`config.mk`:
```
export PLATFORM = sky130hd
export DESIGN_NAME = pid_speed_controller_clamped
export DESIGN_NICKNAME = d
export VERILOG_FILES = /design/src/rtl/pidsc_pkg.sv /design/src/rtl/pid_speed_controller_clamped.sv /design/src/rtl/pidsc_error_stage.sv /design/src/rtl/pidsc_product_stage.sv /design/src/rtl/pidsc_output_stage.sv
export SDC_FILE = /design/constraint.sdc
export NUM_CORES = 2
export LEC_CHECK = 0
export BUFFER_PORTS_ARGS = -buffer_cell sky130_fd_sc_hd__buf_4
export CORE_ASPECT_RATIO = 1.2
export CORE_MARGIN = 1
export CORE_UTILIZATION = 35
export DETAILED_ROUTE_END_ITERATION = 7
export GPL_TIMING_DRIVEN = 1
export SYNTH_ARGS = -nofsm -noshare
export SYNTH_HDL_FRONTEND = slang
export SYNTH_SLANG_ARGS = --single-unit
export TNS_END_PERCENT = 100
```
`constraint.sdc`:
```
create_clock -name clk -period 9.4 [get_ports clk]
set_input_delay 1.88 -clock clk [delete_from_list [all_inputs] [get_ports clk]]
set_output_delay 1.88 -clock clk [all_outputs]
set_load 0.1 [all_outputs]
```
`src/rtl/pidsc_pkg.sv`:
```
// Shared widths and register indexes for the clamped PID speed controller.
// No dependencies; every rtl file refers to it by scoped names.
package pidsc_pkg;

    localparam int SETPOINT_W  = 16;
    localparam int GAIN_W      = 16;
    localparam int LIMIT_W     = 23;
    localparam int SUM_W       = 24;
    localparam int DRIVE_W     = 32;
    localparam int CFG_INDEX_W = 3;
    localparam int CFG_DATA_W  = 23;

    localparam logic [CFG_INDEX_W-1:0] REG_SETPOINT       = 3'd0;
    localparam logic [CFG_INDEX_W-1:0] REG_KP             = 3'd1;
    localparam logic [CFG_INDEX_W-1:0] REG_KI             = 3'd2;
    localparam logic [CFG_INDEX_W-1:0] REG_KD             = 3'd3;
    localparam logic [CFG_INDEX_W-1:0] REG_INTEGRAL_LIMIT = 3'd4;

endpackage

```
`src/rtl/pid_speed_controller_clamped.sv`:
```
// Positional PID speed controller with a clamped integrator.
// A word accepted from s_tdata reaches m_tvalid through the input register,
// then the error/integrator, multiply and sum/saturate registers.
// Throughput: one word per cycle while m_tready is high; full stages hold.
// Reset (rst_n low, asynchronous) clears all valids, the configuration
// registers, the integrator and the stored previous error.
module pid_speed_controller_clamped #(
    parameter int SAMPLE_WIDTH   = 16,
    parameter int GAIN_FRAC_BITS = 8
) (
    input  logic                                  clk,
    input  logic                                  rst_n,
    input  logic                                  s_tvalid,
    output logic                                  s_tready,
    input  logic [((SAMPLE_WIDTH+7)/8)*8-1:0]     s_tdata,   // speed_sample
    output logic                                  m_tvalid,
    input  logic                                  m_tready,
    output logic [pidsc_pkg::DRIVE_W-1:0]         m_tdata,   // drive_value
    input  logic                                  cfg_valid,
    output logic                                  cfg_ready,
    input  logic [pidsc_pkg::CFG_INDEX_W-1:0]     cfg_index,
    input  logic [pidsc_pkg::CFG_DATA_W-1:0]      cfg_data
);

    localparam int EW = ((SAMPLE_WIDTH > pidsc_pkg::SETPOINT_W) ? SAMPLE_WIDTH
                         : pidsc_pkg::SETPOINT_W) + 1;

    logic signed [pidsc_pkg::SETPOINT_W-1:0] setpoint_reg;
    logic signed [pidsc_pkg::GAIN_W-1:0]     kp_reg;
    logic signed [pidsc_pkg::GAIN_W-1:0]     ki_reg;
    logic signed [pidsc_pkg::GAIN_W-1:0]     kd_reg;
    logic        [pidsc_pkg::LIMIT_W-1:0]    limit_reg;

    logic signed [SAMPLE_WIDTH-1:0]          sample_reg;
    logic                                    in_valid_reg;

    logic                                    err_ready;
    logic                                    err_valid;
    logic signed [EW-1:0]                    err;
    logic signed [pidsc_pkg::SUM_W-1:0]      error_sum;
    logic signed [EW:0]                      diff;

    logic                                    prod_ready;
    logic                                    prod_valid;
    logic signed [pidsc_pkg::GAIN_W+EW-1:0]              p_term;
    logic signed [pidsc_pkg::GAIN_W+pidsc_pkg::SUM_W-1:0] i_term;
    logic signed [pidsc_pkg::GAIN_W+EW:0]                d_term;

    logic                                    out_ready;

    assign cfg_ready = 1'b1;

    always_ff @(posedge clk or negedge rst_n)
    begin
        if (!rst_n)
        begin
            setpoint_reg <= '0;
            kp_reg       <= '0;
            ki_reg       <= '0;
            kd_reg       <= '0;
            limit_reg    <= '0;
        end
        else if (cfg_valid && cfg_ready)
        begin
            case (cfg_index)
                pidsc_pkg::REG_SETPOINT:
                begin
                    setpoint_reg <= cfg_data[pidsc_pkg::SETPOINT_W-1:0];
                end
                pidsc_pkg::REG_KP:
                begin
                    kp_reg <= cfg_data[pidsc_pkg::GAIN_W-1:0];
                end
                pidsc_pkg::REG_KI:
                begin
                    ki_reg <= cfg_data[pidsc_pkg::GAIN_W-1:0];
                end
                pidsc_pkg::REG_KD:
                begin
                    kd_reg <= cfg_data[pidsc_pkg::GAIN_W-1:0];
                end
                pidsc_pkg::REG_INTEGRAL_LIMIT:
                begin
                    limit_reg <= cfg_data[pidsc_pkg::LIMIT_W-1:0];
                end
                default:
                begin
                    // drop writes to unused indexes
                end
            endcase
        end
    end

    // input register
    assign s_tready = !in_valid_reg || err_ready;

    always_ff @(posedge clk or negedge rst_n)
    begin
        if (!rst_n)
        begin
            in_valid_reg <= 1'b0;
        end
        else if (s_tready)
        begin
            in_valid_reg <= s_tvalid;
        end
    end

    always_ff @(posedge clk)
    begin
        if (s_tvalid && s_tready)
        begin
            sample_reg <= s_tdata[SAMPLE_WIDTH-1:0];
        end
    end

    pidsc_error_stage #(
        .SAMPLE_WIDTH (SAMPLE_WIDTH)
    ) u_error (
        .clk            (clk),
        .rst_n          (rst_n),
        .in_valid       (in_valid_reg),
        .in_ready       (err_ready),
        .sample         (sample_reg),
        .setpoint       (setpoint_reg),
        .integral_limit (limit_reg),
        .out_valid      (err_valid),
        .out_ready      (prod_ready),
        .err            (err),
        .error_sum      (error_sum),
        .diff           (diff)
    );

    pidsc_product_stage #(
        .EW (EW)
    ) u_product (
        .clk       (clk),
        .rst_n     (rst_n),
        .in_valid  (err_valid),
        .in_ready  (prod_ready),
        .err       (err),
        .error_sum (error_sum),
        .diff      (diff),
        .kp        (kp_reg),
        .ki        (ki_reg),
        .kd        (kd_reg),
        .out_valid (prod_valid),
        .out_ready (out_ready),
        .p_term    (p_term),
        .i_term    (i_term),
        .d_term    (d_term)
    );

    pidsc_output_stage #(
        .EW             (EW),
        .GAIN_FRAC_BITS (GAIN_FRAC_BITS)
    ) u_output (
        .clk         (clk),
        .rst_n       (rst_n),
        .in_valid    (prod_valid),
        .in_ready    (out_ready),
        .p_term      (p_term),
        .i_term      (i_term),
        .d_term      (d_term),
        .out_valid   (m_tvalid),
        .out_ready   (m_tready),
        .drive_value (m_tdata)
    );

endmodule

```
`src/rtl/pidsc_error_stage.sv`:
```
// Error stage: forms setpoint - speed, updates the clamped integrator and
// the derivative difference. Holds the controller state. Uses pidsc_pkg.
module pidsc_error_stage #(
    parameter int SAMPLE_WIDTH = 16
) (
    input  logic                                   clk,
    input  logic                                   rst_n,
    input  logic                                   in_valid,
    output logic                                   in_ready,
    input  logic signed [SAMPLE_WIDTH-1:0]         sample,
    input  logic signed [pidsc_pkg::SETPOINT_W-1:0] setpoint,
    input  logic        [pidsc_pkg::LIMIT_W-1:0]   integral_limit,
    output logic                                   out_valid,
    input  logic                                   out_ready,
    output logic signed [((SAMPLE_WIDTH > pidsc_pkg::SETPOINT_W) ? SAMPLE_WIDTH
                          : pidsc_pkg::SETPOINT_W):0] err,
    output logic signed [pidsc_pkg::SUM_W-1:0]     error_sum,
    output logic signed [((SAMPLE_WIDTH > pidsc_pkg::SETPOINT_W) ? SAMPLE_WIDTH
                          : pidsc_pkg::SETPOINT_W)+1:0] diff
);

    localparam int EW = ((SAMPLE_WIDTH > pidsc_pkg::SETPOINT_W) ? SAMPLE_WIDTH
                         : pidsc_pkg::SETPOINT_W) + 1;
    localparam int DW = EW + 1;
    localparam int AW = ((EW > pidsc_pkg::SUM_W) ? EW : pidsc_pkg::SUM_W) + 1;

    logic signed [EW-1:0]              prev_reg;
    logic signed [pidsc_pkg::SUM_W-1:0] sum_reg;
    logic signed [DW-1:0]              diff_reg;
    logic                              valid_reg;

    logic signed [EW-1:0]              err_next;
    logic signed [DW-1:0]              diff_next;
    logic signed [AW-1:0]              acc;
    logic signed [AW-1:0]              lim;
    logic signed [pidsc_pkg::SUM_W-1:0] sum_next;
    logic                              take;

    assign in_ready = !valid_reg || out_ready;
    assign take     = in_valid && in_ready;

    always_comb
    begin
        err_next  = EW'(setpoint) - EW'(sample);
        diff_next = DW'(err_next) - DW'(prev_reg);
        acc       = AW'(sum_reg) + AW'(err_next);
        lim       = $signed(AW'(integral_limit));
        if (acc > lim)
        begin
            sum_next = pidsc_pkg::SUM_W'(lim);
        end
        else if (acc < -lim)
        begin
            sum_next = pidsc_pkg::SUM_W'(-lim);
        end
        else
        begin
            sum_next = pidsc_pkg::SUM_W'(acc);
        end
    end

    // state doubles as the stage register: it moves only when a new word enters
    always_ff @(posedge clk or negedge rst_n)
    begin
        if (!rst_n)
        begin
            valid_reg <= 1'b0;
            sum_reg   <= '0;
            prev_reg  <= '0;
        end
        else
        begin
            if (in_ready)
            begin
                valid_reg <= in_valid;
            end
            if (take)
            begin
                sum_reg  <= sum_next;
                prev_reg <= err_next;
            end
        end
    end

    always_ff @(posedge clk)
    begin
        if (take)
        begin
            diff_reg <= diff_next;
        end
    end

    assign out_valid = valid_reg;
    assign err       = prev_reg;
    assign error_sum = sum_reg;
    assign diff      = diff_reg;

endmodule

```
`src/rtl/pidsc_product_stage.sv`:
```
// Product stage: the three gain multiplies, each registered.
// Uses pidsc_pkg for gain and integrator widths.
module pidsc_product_stage #(
    parameter int EW = 17
) (
    input  logic                                clk,
    input  logic                                rst_n,
    input  logic                                in_valid,
    output logic                                in_ready,
    input  logic signed [EW-1:0]                err,
    input  logic signed [pidsc_pkg::SUM_W-1:0]  error_sum,
    input  logic signed [EW:0]                  diff,
    input  logic signed [pidsc_pkg::GAIN_W-1:0] kp,
    input  logic signed [pidsc_pkg::GAIN_W-1:0] ki,
    input  logic signed [pidsc_pkg::GAIN_W-1:0] kd,
    output logic                                out_valid,
    input  logic                                out_ready,
    output logic signed [pidsc_pkg::GAIN_W+EW-1:0]              p_term,
    output logic signed [pidsc_pkg::GAIN_W+pidsc_pkg::SUM_W-1:0] i_term,
    output logic signed [pidsc_pkg::GAIN_W+EW:0]                d_term
);

    localparam int PW = pidsc_pkg::GAIN_W + EW;
    localparam int IW = pidsc_pkg::GAIN_W + pidsc_pkg::SUM_W;
    localparam int DPW = pidsc_pkg::GAIN_W + EW + 1;

    logic signed [PW-1:0]  p_reg;
    logic signed [IW-1:0]  i_reg;
    logic signed [DPW-1:0] d_reg;
    logic                  valid_reg;
    logic                  take;

    assign in_ready = !valid_reg || out_ready;
    assign take     = in_valid && in_ready;

    always_ff @(posedge clk or negedge rst_n)
    begin
        if (!rst_n)
        begin
            valid_reg <= 1'b0;
        end
        else if (in_ready)
        begin
            valid_reg <= in_valid;
        end
    end

    always_ff @(posedge clk)
    begin
        if (take)
        begin
            p_reg <= PW'(kp) * PW'(err);
            i_reg <= IW'(ki) * IW'(error_sum);
            d_reg <= DPW'(kd) * DPW'(diff);
        end
    end

    assign out_valid = valid_reg;
    assign p_term    = p_reg;
    assign i_term    = i_reg;
    assign d_term    = d_reg;

endmodule

```
`src/rtl/pidsc_output_stage.sv`:
```
// Output stage: sums the terms, drops the gain fraction rounding toward zero,
// saturates to 32 bits and holds the result word. Uses pidsc_pkg.
module pidsc_output_stage #(
    parameter int EW             = 17,
    parameter int GAIN_FRAC_BITS = 8
) (
    input  logic                                clk,
    input  logic                                rst_n,
    input  logic                                in_valid,
    output logic                                in_ready,
    input  logic signed [pidsc_pkg::GAIN_W+EW-1:0]              p_term,
    input  logic signed [pidsc_pkg::GAIN_W+pidsc_pkg::SUM_W-1:0] i_term,
    input  logic signed [pidsc_pkg::GAIN_W+EW:0]                d_term,
    output logic                                out_valid,
    input  logic                                out_ready,
    output logic [pidsc_pkg::DRIVE_W-1:0]       drive_value
);

    localparam int DPW = pidsc_pkg::GAIN_W + EW + 1;
    localparam int IW  = pidsc_pkg::GAIN_W + pidsc_pkg::SUM_W;
    // widest term plus two bits of growth for the three-way sum
    localparam int TW  = ((DPW > IW) ? DPW : IW) + 2;
    localparam logic signed [TW-1:0] BIAS = (TW'(1) << GAIN_FRAC_BITS) - TW'(1);
    localparam logic signed [TW-1:0] MAXV =
        TW'($signed({1'b0, {(pidsc_pkg::DRIVE_W-1){1'b1}}}));
    localparam logic signed [TW-1:0] MINV =
        TW'($signed({1'b1, {(pidsc_pkg::DRIVE_W-1){1'b0}}}));

    logic signed [TW-1:0]               total;
    logic signed [TW-1:0]               biased;
    logic signed [TW-1:0]               shifted;
    logic [pidsc_pkg::DRIVE_W-1:0]      drive_next;
    logic [pidsc_pkg::DRIVE_W-1:0]      drive_reg;
    logic                               valid_reg;

    assign in_ready = !valid_reg || out_ready;

    always_comb
    begin
        total   = TW'(p_term) + TW'(i_term) + TW'(d_term);
        // add fraction-minus-one on negatives so the shift truncates toward zero
        biased  = total + (total[TW-1] ? BIAS : '0);
        shifted = biased >>> GAIN_FRAC_BITS;
        if (shifted > MAXV)
        begin
            drive_next = MAXV[pidsc_pkg::DRIVE_W-1:0];
        end
        else if (shifted < MINV)
        begin
            drive_next = MINV[pidsc_pkg::DRIVE_W-1:0];
        end
        else
        begin
            drive_next = shifted[pidsc_pkg::DRIVE_W-1:0];
        end
    end

    always_ff @(posedge clk or negedge rst_n)
    begin
        if (!rst_n)
        begin
            valid_reg <= 1'b0;
        end
        else if (in_ready)
        begin
            valid_reg <= in_valid;
        end
    end

    always_ff @(posedge clk)
    begin
        if (in_valid && in_ready)
        begin
            drive_reg <= drive_next;
        end
    end

    assign out_valid   = valid_reg;
    assign drive_value = drive_reg;

endmodule

```
* Word-level counts from Yosys, hierarchy flattened *
Cells that the tools add are included.
Widths: inputs -> output; s select.

storage, ports and cells
  memories = 0
  input port bits = 47
  register bits = 305
  latch bits = 0
  bits in read-only memories = 0
  output and inout bits = 35
  RAM bits = 0

operators by class
  shifts and indexed selects = 0
  magnitude comparators = 4
  add/sub/neg operators = 7
  div/mod/pow operators = 0
  reductions and logical operators = 18
  multiplexer cells = 4
  bitwise gates (word level) = 0
  $mul = 3
  equal/unequal tests = 4

operators with widths
  operator              count
  $mux 24               2
  $add 41x34->42        1
  $add 42x8->42         1
  $add 33x40->41        1
  $mul 16x24->40        1
  $gt 34x32->1 const B  1
  $lt 34x32->1 const B  1
  $mul 16x18->34        1
  $mul 16x17->33        1
  $mux 32               1
  $add 24x17->25        1
  $gt 25x24->1          1
  $lt 25x25->1          1
  $neg 23->25           1
  $sub 17x17->18        1
  $sub 16x16->17        1
  $reduce_and 2->1      5
  $mux 8                1
  $eq 3x2->1 const B    2
  $logic_and 1x1->1     4
  $logic_not 1->1       4
  $logic_or 1x1->1      4
  $eq 3x1->1 const B    1
  $eq 3x3->1 const B    1
  $logic_not 3->1       1

* Logic depth before layout (Yosys ltp) *
  depth in word-level cells = 6
  mapped depth = 38

* Cells and area by module *
From an unflattened synthesis, not the netlist that was laid out.

unflattened totals
  cells, all modules = 5725
  area, all modules = 54695.0 um^2

modules (own cells, without submodules)
  module                        area an instance (um^2)  sequential area each (um^2)  instances  cells an instance
  pidsc_product_stage           37978.9                  3238.1                       1          4017
  pidsc_error_stage             7113.1                   1591.5                       1          868
  pidsc_output_stage            5740.5                   985.9                        1          630
  pid_speed_controller_clamped  3862.5                   2682.6                       1          210

* Worst setup path before layout *
OpenSTA, ideal clock, no wires.

  path type = reg2reg
  start point = reg u_error.sum_reg, in the netlist u_error.error_sum[10]
  end point = reg u_product.i_reg[38], in the netlist u_product.i_term[38] (data pin)
  path slack = 2.534 ns
  clock period less this slack = 6.866 ns
  library setup time = 0.258 ns
  stages on the path, launching flop included = 27
  path buffers = 1
  arrival time = 6.608 ns
  cells stage by stage = dfrtp_1 > clkbuf_1 > nand2_1 > fa_1 > inv_1 > fa_1 > inv_1 > fa_1 > fa_1 > inv_1 > fa_1 > inv_1 > fa_1 > inv_1 > ha_1 > a211oi_1 > o21ai_0 > a31o_2 > a311o_1 > a21oi_1 > o211ai_1 > a41oi_1 > o21ai_0 > a31oi_1 > o21bai_1 > a21oi_1 > xnor2_1

between the ends
  cells in the longest elaborated chain, start to end = 1

ends and longest elaborated chain
  item                    line                       source
  start, declared         pidsc_error_stage.sv:28    logic signed [pidsc_pkg::SUM_W-1:0] sum_reg;
  start signal, assigned  pidsc_error_stage.sv:79    sum_reg <= sum_next;
  $mul 16x24->40          pidsc_product_stage.sv:53  i_reg <= IW'(ki) * IW'(error_sum);
  end signal, assigned    pidsc_product_stage.sv:53
  end, declared           pidsc_product_stage.sv:28  logic signed [IW-1:0] i_reg;

No other way between the ends.
A chain may end at the register's enable or synchronous reset.

* Worst setup path in the final report *
  start point = reg setpoint_reg[1] (netlist name)
  end point = reg u_error.sum_reg, in the netlist u_error.error_sum[15]

between the ends
  cells in the longest elaborated chain, start to end = 5
  elaborated cells on any way between the ends = 6
  classes of those cells = add/sub: 2; order compare: 2; mux: 2

ends and longest elaborated chain
  item                      line                                source
  start, declared           pid_speed_controller_clamped.sv:28  logic signed [pidsc_pkg::SETPOINT_W-1:0] setpoint_reg;
  start signal, assigned    pid_speed_controller_clamped.sv:68  setpoint_reg <= cfg_data[pidsc_pkg::SETPOINT_W-1:0];
  $sub 16x16->17 (*)        pidsc_error_stage.sv:44             err_next = EW'(setpoint) - EW'(sample);
  via u_error.err_next[13]  pidsc_error_stage.sv:32             logic signed [EW-1:0] err_next;
  $add 24x17->25 (*)        pidsc_error_stage.sv:46             acc = AW'(sum_reg) + AW'(err_next);
  $lt 25x25->1              pidsc_error_stage.sv:52             else if (acc < -lim)
  $mux 24                   pidsc_error_stage.sv:52
  $mux 24 (*)               pidsc_error_stage.sv:48             if (acc > lim)

Mark *: on every way through the listed nets, which the timed path passes. The rest lies on a longest branch.

==> results.yml <==
timing:
  relSlewSlack: 0.214
  worstMarginPinSlew_ns: 1.18
  period_needed_ns: 8.05
  finClkSkew_ns: 0.0364
  finalSetupViolCount: 0
  layout_worst_path_cycle_share: 0.856
  max_freq_mhz: 124
  fin_hold_ws_ns: 0.510
  rsz0062_at_grt: "no"
  finalHoldViolCount: 0
  maxSlewViolCount: 0
  tns_ns: 0
drt:
  vias: 37600
  drt_iter0_markers: 2038
  drt_wl_total_mm: 145
  post-route-drc-count: 0
  dr.pass1.iters: 5
  vias_per_cell: 5.01
  ant_nets: 0
  wl_per_cell_um: 19.3
synth:
  postSynthAreaPerCell_sq_um: 9.58
  synth_top_area_cell: "fa_1"
  yosysTopAreaCellShare: 0.372
  synthesis.area_sq_um: 52900
  synthArstFlopShare: 0.433
  ys_ff_latch: 305
  ys.flop_type: "edfxtp_1"
  synth_top_cells_by_count: "inv_1 (1099), fa_1 (984), nand2_1 (746)"
  syn_inst: 5526
  ys_seq_area_frac: 0.161
  ys_types: 91
  ys_warn_count: 0
  synth_edf_count: 173
  netlist_top_cells_area: "fa_1 (37%), edfxtp_1 (9.8%), ha_1 (9.8%), inv_1 (7.8%), dfrtp_1 (6.2%)"
  syn_nets: 6972
  yosysMostFrequentCell: "inv_1"
layout:
  areaGrowthSynthToFinish_pct: 7.68
  largest_register_ffs: 40
  fin_util: 0.382
  drive_gt1_frac: 0.0587
  fill_cells: 14900
  final_nets: 6948
  multiInputGateArea_sq_um: 39600
  seqCellArea_sq_um: 8500
worst_setup_path:
  crit_top_cell: "o21ai_0"
  cp_top_family: "compound AO/OA/AOI/OAI gates"
  crit_path_end: "u_error.error_sum[15]$_DFFE_PN0P_"
  r2r-end: "u_error.error_sum[15]$_DFFE_PN0P_"
  critPathBufInv: 2
  path_max_fanout: 50
  worst_setup_path_end_kind: "flop"
  arrival_ns: 8.48
  critPathKind: "reg2reg"
  cp_slowest_cell: "o21bai_4"
  reg2reg_depth: 33
  critPathLaunch: "setpoint_reg[1]$_DFFE_PN0P_"
  worst_path_largest_cell_delay_ns: 0.90
  startpoint_type: "flop"
  crit_required_ns: 9.83
  reg2reg_from: "setpoint_reg[1]$_DFFE_PN0P_"
  r2r_setup_slack_ns: 1.35
  path_depth: 33
clocking:
  cts_resized: 0
  clock_sink_count: 305
  clkTransAtPathRegs_ns: 0.06
  insertion_delay_ns: 0.59
  clock_path_buffers: 3
  cts_root_buffer: "clkbuf_16"
  tritoncts: "done"
  cts_setup_buffers: 0
  htree_levels: 2
  holdBufCountCts: 0
  cts_buffers: 40
global_routing:
  overflow: 0
  track_usage: 0.195
  antenna_found_initial: 8
  grt_pass1_vias: 40600
  grt_max_degree: 81
  grt_pass1_wl_mm: 233
floorplanning:
  die_h_um: 428
  core_area_sq_um: 149000
  io_pins: 82
  die_width_um: 357
  num_rows: 155
  dieArea_sq_um: 153000
  initial_core_util: 0.354
placement:
  place_congestion: 0.943
  io_buffers: 80
  dp_hpwl_mm: 119
run_status:
  outcome: "completed"
flow_run:
  maxCapViolations: 0
worst_hold_path:
  hp-class: "reg2reg"
-- worst register-to-register path: cells and delay by family, from the launching register on --
kind,cells,cell delay (ns)
flops,1,0.41
buf+inv,2,0.39
xor+xnor,1,0.29
simple gates,4,0.53
fa+ha+maj,3,0.88
compound gates,23,5.40
-- final cells by class --
class,instances,area share
multi-input combinational,3929,0.695
antenna,2,0.0000878
timing repair buffer,127,0.0171
sequential,305,0.149
inverter,1099,0.0724
clock inverter,24,0.00533
tap,1962,0.0431
clock buffer,48,0.0181
-- layout by cell type (no fill, tap or decap), types with 9 or more instances in the layout --
cell type and n:
nand3_1 60, o21bai_1 23, and2_1 355, o21ai_0 175, mux2_2 66, o31ai_1 16
nor2b_1 29, fa_1 984, nand4_1 22, a22oi_1 12, a31oi_1 16, nor4_1 9
nor3_1 59, edfxtp_1 173, a21boi_0 9, dfrtp_1 132, buf_4 125, o21a_1 32
a211oi_1 9, ha_1 415, clkbuf_16 40, nand2b_1 59, xor2_1 64, and3_1 26
a21oi_1 156, o21ai_2 29, or3_1 13, nand2_1 746, inv_1 1098, a21o_1 66
xnor2_1 167, a211o_1 9, o211ai_1 15, nor2_1 157
-- layer usage --
| metal | track usage | routed length (um) | up-vias |
|---|---|---|---|
| met4 | 0.0831 | 7050 | 6 |
| li1 | - | - | 17200 |
| met2 | 0.332 | 70000 | 985 |
| met1 | 0.251 | 60500 | 19200 |
| met3 | 0.0201 | 6960 | 239 |
| met5 | 0 | 41 | - |
-- stage by stage --
| step | std cells | setup slack [ns] | area [sq um] |
|---|---|---|---|
| floorplan | 5526 | 2.53 | 52900 |
| global placement | 7421 | 1.62 | 55600 |
| detailed placement | 7422 | 1.45 | 55700 |
| CTS | 7494 | 1.40 | 57000 |
| global route | 7494 | 0.527 | 57000 |
| finish | 7496 | 1.35 | 57000 |
-- worst min-delay path by stage --
stage                                           start                                end  cells past startpoint
global placement             in_valid_reg$_DFFE_PN0N_      u_error.out_valid$_DFFE_PN0P_                      1
floorplan                    in_valid_reg$_DFFE_PN0N_      u_error.out_valid$_DFFE_PN0P_                      1
detailed placement           in_valid_reg$_DFFE_PN0N_      u_error.out_valid$_DFFE_PN0P_                      1
global route             setpoint_reg[15]$_DFFE_PN0P_       setpoint_reg[15]$_DFFE_PN0P_                      1
CTS                 u_error.error_sum[19]$_DFFE_PN0P_  u_error.error_sum[19]$_DFFE_PN0P_                      2
finish              u_error.error_sum[19]$_DFFE_PN0P_  u_error.error_sum[19]$_DFFE_PN0P_                      2
-- cell families after synthesis --
logic type                 synth area share
xor gates and xnor gates             0.0382
buffers and inverters                0.0925
and+or+nand+nor                       0.143
DFF                                   0.161
muxes                                0.0154
AOI/OAI and AO/OA                    0.0798
other                             0.0000708
adders and majority gates             0.470
Power is left out: the tool's default activity adds up to more than one toggle a clock period on the data nets, which glitch-free logic cannot reach.
